### src/hdl/cart_pkg.sv
// Shared types and constants for the command acknowledge and retry tracker.
`timescale 1ns / 1ps
`default_nettype none
package cart_pkg;

	typedef enum logic [1:0] {
		FN_ISSUE  = 2'd0,
		FN_ACK    = 2'd1,
		FN_TICK   = 2'd2,
		FN_CANCEL = 2'd3
	} func_t;

	typedef enum logic [3:0] {
		EV_NONE      = 4'd0,
		EV_SENT      = 4'd1,
		EV_REFUSED   = 4'd2,
		EV_RESENT    = 4'd3,
		EV_TIMEOUT   = 4'd4,
		EV_ACCEPTED  = 4'd5,
		EV_REJECTED  = 4'd6,
		EV_PROGRESS  = 4'd7,
		EV_WRONG     = 4'd8,
		EV_DUPLICATE = 4'd9,
		EV_LATE      = 4'd10,
		EV_IGNORED   = 4'd11,
		EV_CANCELLED = 4'd12
	} event_t;

	localparam logic [2:0] CFG_OWN_SYSTEM     = 3'd0;
	localparam logic [2:0] CFG_OWN_COMPONENT  = 3'd1;
	localparam logic [2:0] CFG_PEER_SYSTEM    = 3'd2;
	localparam logic [2:0] CFG_PEER_COMPONENT = 3'd3;
	localparam logic [2:0] CFG_TIMEOUT_MS     = 3'd4;
	localparam logic [2:0] CFG_RETRY_LIMIT    = 3'd5;
	localparam logic [2:0] CFG_REPEAT_GUARD   = 3'd6;

	localparam logic [7:0]  RST_OWN_SYSTEM     = 8'd245;
	localparam logic [7:0]  RST_OWN_COMPONENT  = 8'd191;
	localparam logic [7:0]  RST_PEER_SYSTEM    = 8'd1;
	localparam logic [7:0]  RST_PEER_COMPONENT = 8'd1;
	localparam logic [15:0] RST_TIMEOUT_MS     = 16'd1000;
	localparam logic [3:0]  RST_RETRY_LIMIT    = 4'd3;
	localparam logic [15:0] RST_REPEAT_GUARD   = 16'd15000;

	localparam logic [7:0]  ACK_ACCEPTED    = 8'd0;
	localparam logic [7:0]  ACK_IN_PROGRESS = 8'd5;
	localparam logic [15:0] CMD_SET_MSG_INTERVAL = 16'd511;

	typedef struct packed {
		func_t       func;
		logic [31:0] now_ms;
		logic [15:0] command;
		logic [31:0] param1;
		logic [7:0]  ack_result;
		logic [7:0]  src_system;
		logic [7:0]  src_component;
		logic [7:0]  tgt_system;
		logic [7:0]  tgt_component;
		logic        link_ok;
		logic        queue_room;
	} item_t;

	typedef struct packed {
		event_t      event_res;
		logic        send_valid;
		logic [15:0] send_command;
		logic [31:0] send_param1;
		logic [3:0]  retry_count;
		logic        pending_flag;
		logic        rejected_flag;
		logic        timed_out_flag;
		logic [15:0] last_ack_cmd;
		logic [7:0]  last_ack_code;
	} result_t;

endpackage
`default_nettype wire

### src/hdl/command_ack_retry_tracker.sv
// Top level of the command acknowledge and retry tracker.
//
//  channel  | direction | handshake                    | payload
//  item     | in        | item_valid / item_stall      | item_t
//  res      | out       | res_valid / res_stall        | result_t
//  cfg      | in        | cfg_we (no wait)             | cfg_index, cfg_data
//
// One word per cycle unless res stalls; a word goes from the input register to res.
// The tracker state updates as a word leaves the input register, so the next word
// sees it in the following cycle. Reset clears all tracker state and loads the
// register defaults. A stalled result holds the input register, which then stalls item.
`timescale 1ns / 1ps
`default_nettype none
module command_ack_retry_tracker
	import cart_pkg::*;
(
	input  wire logic        clk,
	input  wire logic        arst_n,
	input  wire logic        item_valid,
	output logic             item_stall,
	input  wire item_t       item,
	output logic             res_valid,
	input  wire logic        res_stall,
	output result_t          res,
	input  wire logic        cfg_we,
	input  wire logic [2:0]  cfg_index,
	input  wire logic [15:0] cfg_data
);

	logic [7:0]  own_system_q, own_component_q, peer_system_q, peer_component_q;
	logic [15:0] timeout_ms_q, repeat_guard_q;
	logic [3:0]  retry_limit_q;

	logic        valid_s1;
	item_t       item_s1;
	logic        advance;
	logic        res_valid_q;
	result_t     res_q;

	logic        pending_q;
	logic [15:0] pending_cmd_q;
	logic [31:0] pending_p1_q;
	logic [31:0] deadline_q;
	logic [3:0]  retries_q;
	logic [15:0] done_cmd_q;
	logic [31:0] done_p1_q;
	logic [31:0] done_time_q;
	logic [15:0] expired_cmd_q;
	logic [15:0] ack_cmd_q;
	logic [7:0]  ack_code_q;
	logic        reject_q;
	logic        timeout_q;

	logic        pending_d;
	logic [15:0] pending_cmd_d;
	logic [31:0] pending_p1_d;
	logic [31:0] deadline_d;
	logic [3:0]  retries_d;
	logic [15:0] done_cmd_d;
	logic [31:0] done_p1_d;
	logic [31:0] done_time_d;
	logic [15:0] expired_cmd_d;
	logic [15:0] ack_cmd_d;
	logic [7:0]  ack_code_d;
	logic        reject_d;
	logic        timeout_d;
	result_t     res_d;

	logic [32:0] due_sum;
	logic [31:0] due_time;
	logic [31:0] since_done;
	logic        guarded;
	logic        ids_ok;

	assign advance    = valid_s1 && !(res_valid_q && res_stall);
	assign item_stall = valid_s1 && !advance;
	assign res_valid  = res_valid_q;
	assign res        = res_q;

	// configuration registers
	always_ff @(posedge clk or negedge arst_n) begin
		if (!arst_n) begin
			own_system_q     <= RST_OWN_SYSTEM;
			own_component_q  <= RST_OWN_COMPONENT;
			peer_system_q    <= RST_PEER_SYSTEM;
			peer_component_q <= RST_PEER_COMPONENT;
			timeout_ms_q     <= RST_TIMEOUT_MS;
			retry_limit_q    <= RST_RETRY_LIMIT;
			repeat_guard_q   <= RST_REPEAT_GUARD;
		end else if (cfg_we) begin
			case (cfg_index)
				CFG_OWN_SYSTEM:     own_system_q     <= cfg_data[7:0];
				CFG_OWN_COMPONENT:  own_component_q  <= cfg_data[7:0];
				CFG_PEER_SYSTEM:    peer_system_q    <= cfg_data[7:0];
				CFG_PEER_COMPONENT: peer_component_q <= cfg_data[7:0];
				CFG_TIMEOUT_MS:     timeout_ms_q     <= cfg_data;
				CFG_RETRY_LIMIT:    retry_limit_q    <= cfg_data[3:0];
				CFG_REPEAT_GUARD:   repeat_guard_q   <= cfg_data;
				default: ;
			endcase
		end
	end

	// input register
	always_ff @(posedge clk or negedge arst_n) begin
		if (!arst_n) begin
			valid_s1 <= 1'b0;
		end else if (!item_stall) begin
			valid_s1 <= item_valid;
		end
	end

	always_ff @(posedge clk) begin
		if (item_valid && !item_stall) begin
			item_s1 <= item;
		end
	end

	// saturating deadline and repeat guard window
	assign due_sum    = {1'b0, item_s1.now_ms} + {17'd0, timeout_ms_q};
	assign due_time   = due_sum[32] ? 32'hFFFF_FFFF : due_sum[31:0];
	assign since_done = item_s1.now_ms - done_time_q;
	assign guarded    = (done_cmd_q == item_s1.command) && (done_p1_q == item_s1.param1) &&
		(ack_code_q == ACK_ACCEPTED) && (item_s1.now_ms >= done_time_q) &&
		(since_done < {16'd0, repeat_guard_q});
	assign ids_ok     = (item_s1.src_system == peer_system_q) &&
		(item_s1.src_component == peer_component_q) &&
		((item_s1.tgt_system == 8'd0) || (item_s1.tgt_system == own_system_q)) &&
		((item_s1.tgt_component == 8'd0) || (item_s1.tgt_component == own_component_q));

	always_comb begin
		pending_d     = pending_q;
		pending_cmd_d = pending_cmd_q;
		pending_p1_d  = pending_p1_q;
		deadline_d    = deadline_q;
		retries_d     = retries_q;
		done_cmd_d    = done_cmd_q;
		done_p1_d     = done_p1_q;
		done_time_d   = done_time_q;
		expired_cmd_d = expired_cmd_q;
		ack_cmd_d     = ack_cmd_q;
		ack_code_d    = ack_code_q;
		reject_d      = reject_q;
		timeout_d     = timeout_q;
		res_d         = '0;
		res_d.event_res = EV_NONE;

		case (item_s1.func)
			FN_ISSUE: begin
				if (!item_s1.link_ok || pending_q || guarded || !item_s1.queue_room) begin
					res_d.event_res = EV_REFUSED;
				end else begin
					pending_d     = 1'b1;
					pending_cmd_d = item_s1.command;
					pending_p1_d  = item_s1.param1;
					deadline_d    = due_time;
					retries_d     = 4'd0;
					timeout_d     = 1'b0;
					reject_d      = 1'b0;
					res_d.send_valid   = 1'b1;
					res_d.send_command = item_s1.command;
					res_d.send_param1  = item_s1.param1;
					res_d.event_res    = EV_SENT;
				end
			end
			FN_ACK: begin
				if (!ids_ok) begin
					res_d.event_res = EV_WRONG;
				end else begin
					ack_cmd_d  = item_s1.command;
					ack_code_d = item_s1.ack_result;
					if (!pending_q) begin
						if (item_s1.command == CMD_SET_MSG_INTERVAL) begin
							res_d.event_res = EV_IGNORED;
						end else if (item_s1.command == done_cmd_q) begin
							res_d.event_res = EV_DUPLICATE;
						end else if (item_s1.command == expired_cmd_q) begin
							res_d.event_res = EV_LATE;
						end else begin
							res_d.event_res = EV_WRONG;
						end
					end else if (item_s1.command != pending_cmd_q) begin
						res_d.event_res = EV_WRONG;
					end else if (item_s1.ack_result == ACK_IN_PROGRESS) begin
						// push the deadline out while the peer works on it
						deadline_d      = due_time;
						res_d.event_res = EV_PROGRESS;
					end else begin
						pending_d   = 1'b0;
						done_cmd_d  = item_s1.command;
						done_p1_d   = pending_p1_q;
						done_time_d = item_s1.now_ms;
						if (item_s1.ack_result == ACK_ACCEPTED) begin
							reject_d        = 1'b0;
							res_d.event_res = EV_ACCEPTED;
						end else begin
							reject_d        = 1'b1;
							res_d.event_res = EV_REJECTED;
						end
					end
				end
			end
			FN_TICK: begin
				if (pending_q && (item_s1.now_ms >= deadline_q)) begin
					if ((retries_q < retry_limit_q) && item_s1.queue_room) begin
						retries_d  = retries_q + 4'd1;
						deadline_d = due_time;
						res_d.send_valid   = 1'b1;
						res_d.send_command = pending_cmd_q;
						res_d.send_param1  = pending_p1_q;
						res_d.event_res    = EV_RESENT;
					end else begin
						expired_cmd_d   = pending_cmd_q;
						pending_d       = 1'b0;
						timeout_d       = 1'b1;
						res_d.event_res = EV_TIMEOUT;
					end
				end
			end
			FN_CANCEL: begin
				if (pending_q) begin
					pending_d       = 1'b0;
					res_d.event_res = EV_CANCELLED;
				end
			end
			default: ;
		endcase

		res_d.retry_count    = retries_d;
		res_d.pending_flag   = pending_d;
		res_d.rejected_flag  = reject_d;
		res_d.timed_out_flag = timeout_d;
		res_d.last_ack_cmd   = ack_cmd_d;
		res_d.last_ack_code  = ack_code_d;
	end

	// tracker state and result register
	always_ff @(posedge clk or negedge arst_n) begin
		if (!arst_n) begin
			pending_q     <= 1'b0;
			pending_cmd_q <= '0;
			pending_p1_q  <= '0;
			deadline_q    <= '0;
			retries_q     <= '0;
			done_cmd_q    <= '0;
			done_p1_q     <= '0;
			done_time_q   <= '0;
			expired_cmd_q <= '0;
			ack_cmd_q     <= '0;
			ack_code_q    <= '0;
			reject_q      <= 1'b0;
			timeout_q     <= 1'b0;
			res_valid_q   <= 1'b0;
		end else begin
			if (advance) begin
				pending_q     <= pending_d;
				pending_cmd_q <= pending_cmd_d;
				pending_p1_q  <= pending_p1_d;
				deadline_q    <= deadline_d;
				retries_q     <= retries_d;
				done_cmd_q    <= done_cmd_d;
				done_p1_q     <= done_p1_d;
				done_time_q   <= done_time_d;
				expired_cmd_q <= expired_cmd_d;
				ack_cmd_q     <= ack_cmd_d;
				ack_code_q    <= ack_code_d;
				reject_q      <= reject_d;
				timeout_q     <= timeout_d;
			end
			if (advance) begin
				res_valid_q <= 1'b1;
			end else if (!res_stall) begin
				res_valid_q <= 1'b0;
			end
		end
	end

	always_ff @(posedge clk) begin
		if (advance) begin
			res_q <= res_d;
		end
	end

endmodule
`default_nettype wire

### config.mk
export PLATFORM = sky130hd
export DESIGN_NAME = command_ack_retry_tracker
export DESIGN_NICKNAME = d
export VERILOG_FILES = /design/src/hdl/cart_pkg.sv /design/src/hdl/command_ack_retry_tracker.sv
export SDC_FILE = /design/constraint.sdc
export NUM_CORES = 1
export LEC_CHECK = 0
export BUFFER_PORTS_ARGS = -buffer_cell sky130_fd_sc_hd__buf_2
export CAP_MARGIN = 0
export CORE_MARGIN = 4
export CORE_UTILIZATION = 45
export CTS_CLUSTER_DIAMETER = 50
export DETAILED_ROUTE_END_ITERATION = 6
export PLACE_DENSITY = 0.64
export SYNTH_ARGS = -nofsm -noshare
export SYNTH_HDL_FRONTEND = slang
export SYNTH_SLANG_ARGS = --single-unit
### constraint.sdc
create_clock -name clk -period 11.9 [get_ports clk]
set_clock_uncertainty 0.2 [all_clocks]
set_input_delay 1.19 -clock clk [delete_from_list [all_inputs] [get_ports clk]]
set_output_delay 1.19 -clock clk [all_outputs]
set_load 0.005 [all_outputs]
==> impl_metrics.ini, run 1 <==
[outcome]
status = finished, final reports clean

[yosys]
yosysSeqAreaShare_pct = 56.3
synth_area_leaders = edfxtp_1 (27%), dfrtp_1 (26%), mux2_2 (8.6%)
synth_cells = 1889
synth_top_area_share_pct = 26.6
yosysWarnings = 0
synth_edf_count = 208
syn_area_um2 = 23500
syn-num-nets = 2138
synthFlopType = dfrtp_1
synth_cell_types = 73
synth_largest_area_cell = edfxtp_1
synth.ff_latch_count = 485
async_flop_share_pct = 57.1
avgSynthCellArea_um2 = 12.4

[setup_path]
worstPathArrival_ns = 6.81
worst_ep_required_time_ns = 12.20
setup.worst_path.start = item_s1[90]
reg2reg_to = pending_p1_q[10]
crit_fanout = 50
r2r_start = item_s1[90]
rr_worst_depth = 21
cp-start-kind = flop
cp-end-kind = flop
worstSetupPathType = flop to flop
rrSetupSlack_ns = 5.39

[timing]
rsz0062_at_grt = no
finalCriticalPeriod_ns = 6.51
fin_tns_setup_ns = 0
slew_headroom_pct = 19.3
clock.fmax_mhz = 154
hold_viol = 0
min_period_over_period_pct = 54.7
slew_violations = 0
tightestPinTransition_ns = 1.21
setup_viol = 0

[route]
drtIter0Drc = 1038
firstDrtPassIters = 5
wl_per_cell_um = 19.8
wl_met3_mm = 2.99
m1WireLength_mm = 25.8
drt-total-wl_mm = 56.1
ant_nets = 0
wl_met2_mm = 25.9
viasPerCell = 5.46
top_layer = met5
drc = 0
via_count = 15500

[die]
initial_core_util_pct = 45.6
dieHeight_um = 236
core_area_um2 = 51500
pin_count = 234
die_area_um2 = 55900
num_rows = 83
die_w_um = 236

[pwr]
peakVddDrop_mv = 0.181
clkPwrFrac_pct = 39.0
p_int_mw = 3.45
p_sw_mw = 1.27
p_sw_share_pct = 26.9
leakage_nw = 11.8
pwr-share-comb_pct = 15.0
power_density_nw_per_um2 = 173
seq_power_share_pct = 46.0

[placed_design]
routabilityCongestion = 0.870
portBuffers = 233
hpwlAfterDp_mm = 38.9

[min_path]
min_to = timeout_q
worstHoldStart = timeout_q
hp-class = flop to flop
whs_path_depth = 1

[final_layout]
fin_util_pct = 53.0
fin_nets = 2356
layout_commonest_cell = dfrtp_1
area_growth_pct = 16.4
layout_common_cells = dfrtp_1 (247), buf_2 (232), edfxtp_1 (208)
drive_above_1_share_pct = 26.8

[global_routing]
grt_use_total_pct = 19.8
grt_pass1_wl_mm = 89.0
overflow = 0
grt_pass1_vias = 15800
grt_max_degree = 177
antenna_found_initial = 5

[clocking]
numClockSinks = 485
cts_buffers = 59
cts_tree = done
cts_setup_buffers = 0
cts_resized = 0
clk_latency_ns = 0.63
root_buffer = clkbuf_16
htreeDepth = 2
cts.path.max_buffers = 3
ctsHoldBuffers = 0
clk_pin_slew_ns = 0.06

[flow_run]
maxCapViolCount = 0
-- critical path, stage by stage (launching register included) --
cell	delay, ns
edfxtp_1	0.37
inv_1	0.07
ha_1	0.22
fa_1	0.40
nor2b_1	0.19
o21bai_1	0.11
a21oi_1	0.35
nand2b_1	0.20
a21o_1	0.13
a21oi_1	0.08
xnor2_1	0.15
ha_1	0.29
and4_1	0.17
a2111oi_0	0.41
a211oi_1	0.14
or4_1	0.54
nor4_1	0.27
nor4b_1	0.66
a21oi_1	0.25
nand3_2	0.13
buf_4	0.58
mux2_1	0.38
-- synth_stat cells, types with 9 or more instances --
master and instances:
dfrtp_1 247, edfxtp_1 208, mux2_2 180, xnor2_1 115
inv_1 102, nand2_1 101, ha_1 99, nor2_1 83
a21oi_1 78, o21ai_0 78, clkbuf_1 57, a22o_1 51
nand4_1 51, mux2_1 48, xor2_1 40, dfstp_2 30
a31oi_1 29, a21o_1 24, nor4_1 21, nand3_1 20
nor3_1 20, nand2b_1 15, buf_2 14, nor2b_1 13
o21ai_1 12, a211oi_1 11, o21a_1 11, o211ai_1 9
o31ai_1 9
-- cells by family after synthesis --
kind of cell             Yosys count  synth area share [%]
AO/OA/AOI/OAI                    353                  9.94
buffers and inverters            191                  3.36
XOR/XNOR                         155                  5.78
AND/OR/NAND/NOR                  372                  8.08
multiplexers                     232                  11.1
adder cells (fa/ha/maj)          101                  5.45
flip-flops                       485                  56.3
-- power by group through the flow --
stage / sequential, mW / combinational [mW] / clock [mW]
2_1_floorplan: 2.14 / 0.521 / 0
3_3_place_gp: 2.19 / 0.686 / 0
3_5_place_dp: 2.20 / 0.708 / 0
4_1_cts: 2.17 / 0.714 / 1.89
5_1_grt: 2.20 / 0.805 / 1.96
6_report: 2.17 / 0.706 / 1.84
-- sequential cells by signal, summed over array words and instances, names as in the netlist, 32 cells and up --
| register | count |
|---|---|
| deadline_q | 32 |
| res | 84 |
| item_s1 | 124 |
| pending_p1_q | 32 |
| done_time_q | 32 |
| done_p1_q | 32 |
-- routing by layer --
| metal | GRT usage [%] | vias to the layer above |
|---|---|---|
| li1 | - | 7347 |
| met2 | 31.3 | 337 |
| met5 | 0 | - |
| met4 | 5.40 | 6 |
| met1 | 28.0 | 7712 |
| met3 | 4.34 | 90 |
-- final cells by class --
type                    count  area [um^2]
clock inverters            30          393
fillers                  4522        24200
diodes                      2         5.00
multi-input cells        1213         9520
repair buffers            246         1290
inverters                 102          385
clock buffers              81         1660
flip-flops and latches    485        13200
well taps                 680          851
-- how the worst max path moves through the flow --
stage	endpoint	slack, ns	cells after the start
after CTS	pending_cmd_q[2]	5.40	21
after detailed placement	pending_p1_q[1]	5.45	21
after floorplan	res[80]	6.62	21
after global placement	pending_p1_q[22]	5.56	21
final	pending_p1_q[10]	5.39	21
after global routing	pending_p1_q[16]	4.86	21
-- per-stage QoR --
stage          power [mW]  setup slack (ns)  hold slack [ns]  instance area [um^2]  cells
6_report             4.72              5.39            0.284                 27300   2839
2_1_floorplan        2.66              6.62            0.250                 23500   1889
3_5_place_dp         2.91              5.45            0.271                 25300   2726
5_1_grt              4.97              4.86            0.301                 27300   2837
3_3_place_gp         2.88              5.56            0.263                 25300   2726
4_1_cts              4.77              5.40            0.286                 27300   2837
(Power assumes the default switching activity.)
==> inputs of run 2 (changes only) <==
Settings changed: PLACE_DENSITY 0.64 to 0.67.
Clock period 11.9 ns to 5.82 ns, I/O delays scaled along.
==> run 2 against run 1 <==
Net effect:
- sequential power increased by 110%
- worst setup slack got worse by 5.2 ns
- register-to-register slack got worse by 5.2 ns
- routed wire length increased by 3.8%
- via count increased by 3.7%
- critical path depth decreased by 3
- non-clock buffer count increased by 142
- cell area increased by 4.6%
- utilization increased by 2.5 points
- combinational power increased by 120%
- critical path type unchanged
==> impl_metrics.ini, run 2 (synthesized netlist as in run 1, its figures left out) <==
[placed_design]
place_ws_ns = 0.202
hpwlAfterDp_mm = 39.9
portBuffers = 233
routabilityCongestion = 0.874
place_area_um2 = 25400

[min_path]
min_to = repeat_guard_q[11]
hp-class = primary input to flop
worstHoldStart = cfg_data[11]
whs_path_depth = 2

[timing]
rsz0062_at_grt = no
finalCriticalPeriod_ns = 5.63
min_period_over_period_pct = 96.8
clock.fmax_mhz = 177
tightestPinTransition_ns = 1.18
hold_viol = 0
fin_tns_setup_ns = 0
slew_headroom_pct = 21.1
whs_ns = 0.0424
fin_ws_ns = 0.186
slew_violations = 0
setup_viol = 0

[global_routing]
grt_pass1_wl_mm = 92.6
antenna_found_initial = 0
grt_use_total_pct = 20.6
grt_max_degree = 117
overflow = 0
grt_pass1_vias = 16700

[route]
drtIter0Drc = 1016
wl_per_cell_um = 19.6
ant_nets = 0
via_count = 16100
viasPerCell = 5.40
drt-total-wl_mm = 58.2
firstDrtPassIters = 5
drc = 0

[setup_path]
reg2reg_to = res[38]
worstPathArrival_ns = 5.80
crit_fanout = 37
r2r_start = item_s1[96]
cp_cell_sequence = ha_1 > a21o_1 > o311ai_1 > a31oi_2 > xor2_1 > ha_1 > nor4_1 > nand4_1 > nor2_1 > o2111ai_1 > or4_1 > a2111oi_4 > nand4b_4 > nor4_4 > a21o_2 > nor3_2 > buf_12 > a22o_1
worst_ep_required_time_ns = 5.98
cp_num_buf_inv = 1
crit_path_max_incr_delay_ns = 0.54
cpMaxStageDelayCell = o311ai_1
cp_num_cells = 18
worstSetupPathType = flop to flop
cp_top_family = compound AO/OA/AOI/OAI gates
rrSetupSlack_ns = 0.19
cp-end-kind = flop
cpMostUsedCell = ha_1
rr_worst_depth = 18
cp-start-kind = flop

[die]
core_area_um2 = 51500
initial_core_util_pct = 45.6
num_rows = 83
pin_count = 234
die_w_um = 236
die_area_um2 = 55900
dieHeight_um = 236

[outcome]
status = finished, final reports clean

[pwr]
power_density_nw_per_um2 = 329
leakage_nw = 12.3
peakVddDrop_mv = 0.247

[final_layout]
layout_common_cells = dfrtp_1 (247), buf_2 (232), edfxtp_1 (208)
insertedDiodeCount = 0
drive_above_1_share_pct = 25.6
largest_reg_flops = 124
fin_util_pct = 55.5
fin_nets = 2496
area_growth_pct = 21.7
stdcell_area_um2 = 28600
regMostFlops = item_s1
layout_commonest_cell = dfrtp_1

[clocking]
clk_latency_ns = 0.61
htreeDepth = 2
cts.path.max_buffers = 3
numClockSinks = 485
root_buffer = clkbuf_16
clk_pin_slew_ns = 0.06
cts_buffers = 57
cts_tree = done

[flow_run]
maxCapViolCount = 0
## run 2: area by class of cell
| cell class | count | area, um^2 |
|---|---|---|
| fill | 4292 | 22900 |
| sequential | 485 | 13200 |
| multi-input combinational | 1213 | 9560 |
| timing repair buffer | 388 | 2750 |
| clock buffer | 74 | 1550 |
| tap | 680 | 851 |
| inverter | 102 | 385 |
| clock inverter | 32 | 275 |
## run 2: worst max path at each step
stage	endpoint	slack, ns	start
after global placement	pending_p1_q[20]	0.26	item_s1[94]
after global routing	res[69]	0.02	item_s1[90]
after detailed placement	pending_p1_q[3]	0.20	item_s1[90]
after CTS	pending_p1_q[3]	0.17	item_s1[94]
after floorplan	res[80]	0.54	item_s1[90]
final	res[38]	0.19	item_s1[96]
## run 2: power breakdown
part,switching [mW],internal [mW]
registers,0.354,4.09
logic,0.773,0.764
clock network,1.44,1.99
## run 2: metrics by stage
step,total power [mW],cells
after floorplan,5.44,1889
final,9.41,2974
after detailed placement,5.97,2736
after global placement,5.90,2736
after CTS,9.50,2969
after global routing,9.92,2974
## run 2: routing by layer
metal / global-route usage, % / routed length [um]
met4: 6.32 / 1750
met5: 0 / 0
met3: 3.98 / 2970
met1: 28.0 / 25900
met2: 33.5 / 27600
## run 2: timing repair
action                     4_1_cts  5_1_grt
setup buffers                    0        3
hold buffers                   127        0
resized for setup                0        9
hold endpoints to repair       240        0
setup endpoints to repair        0      125
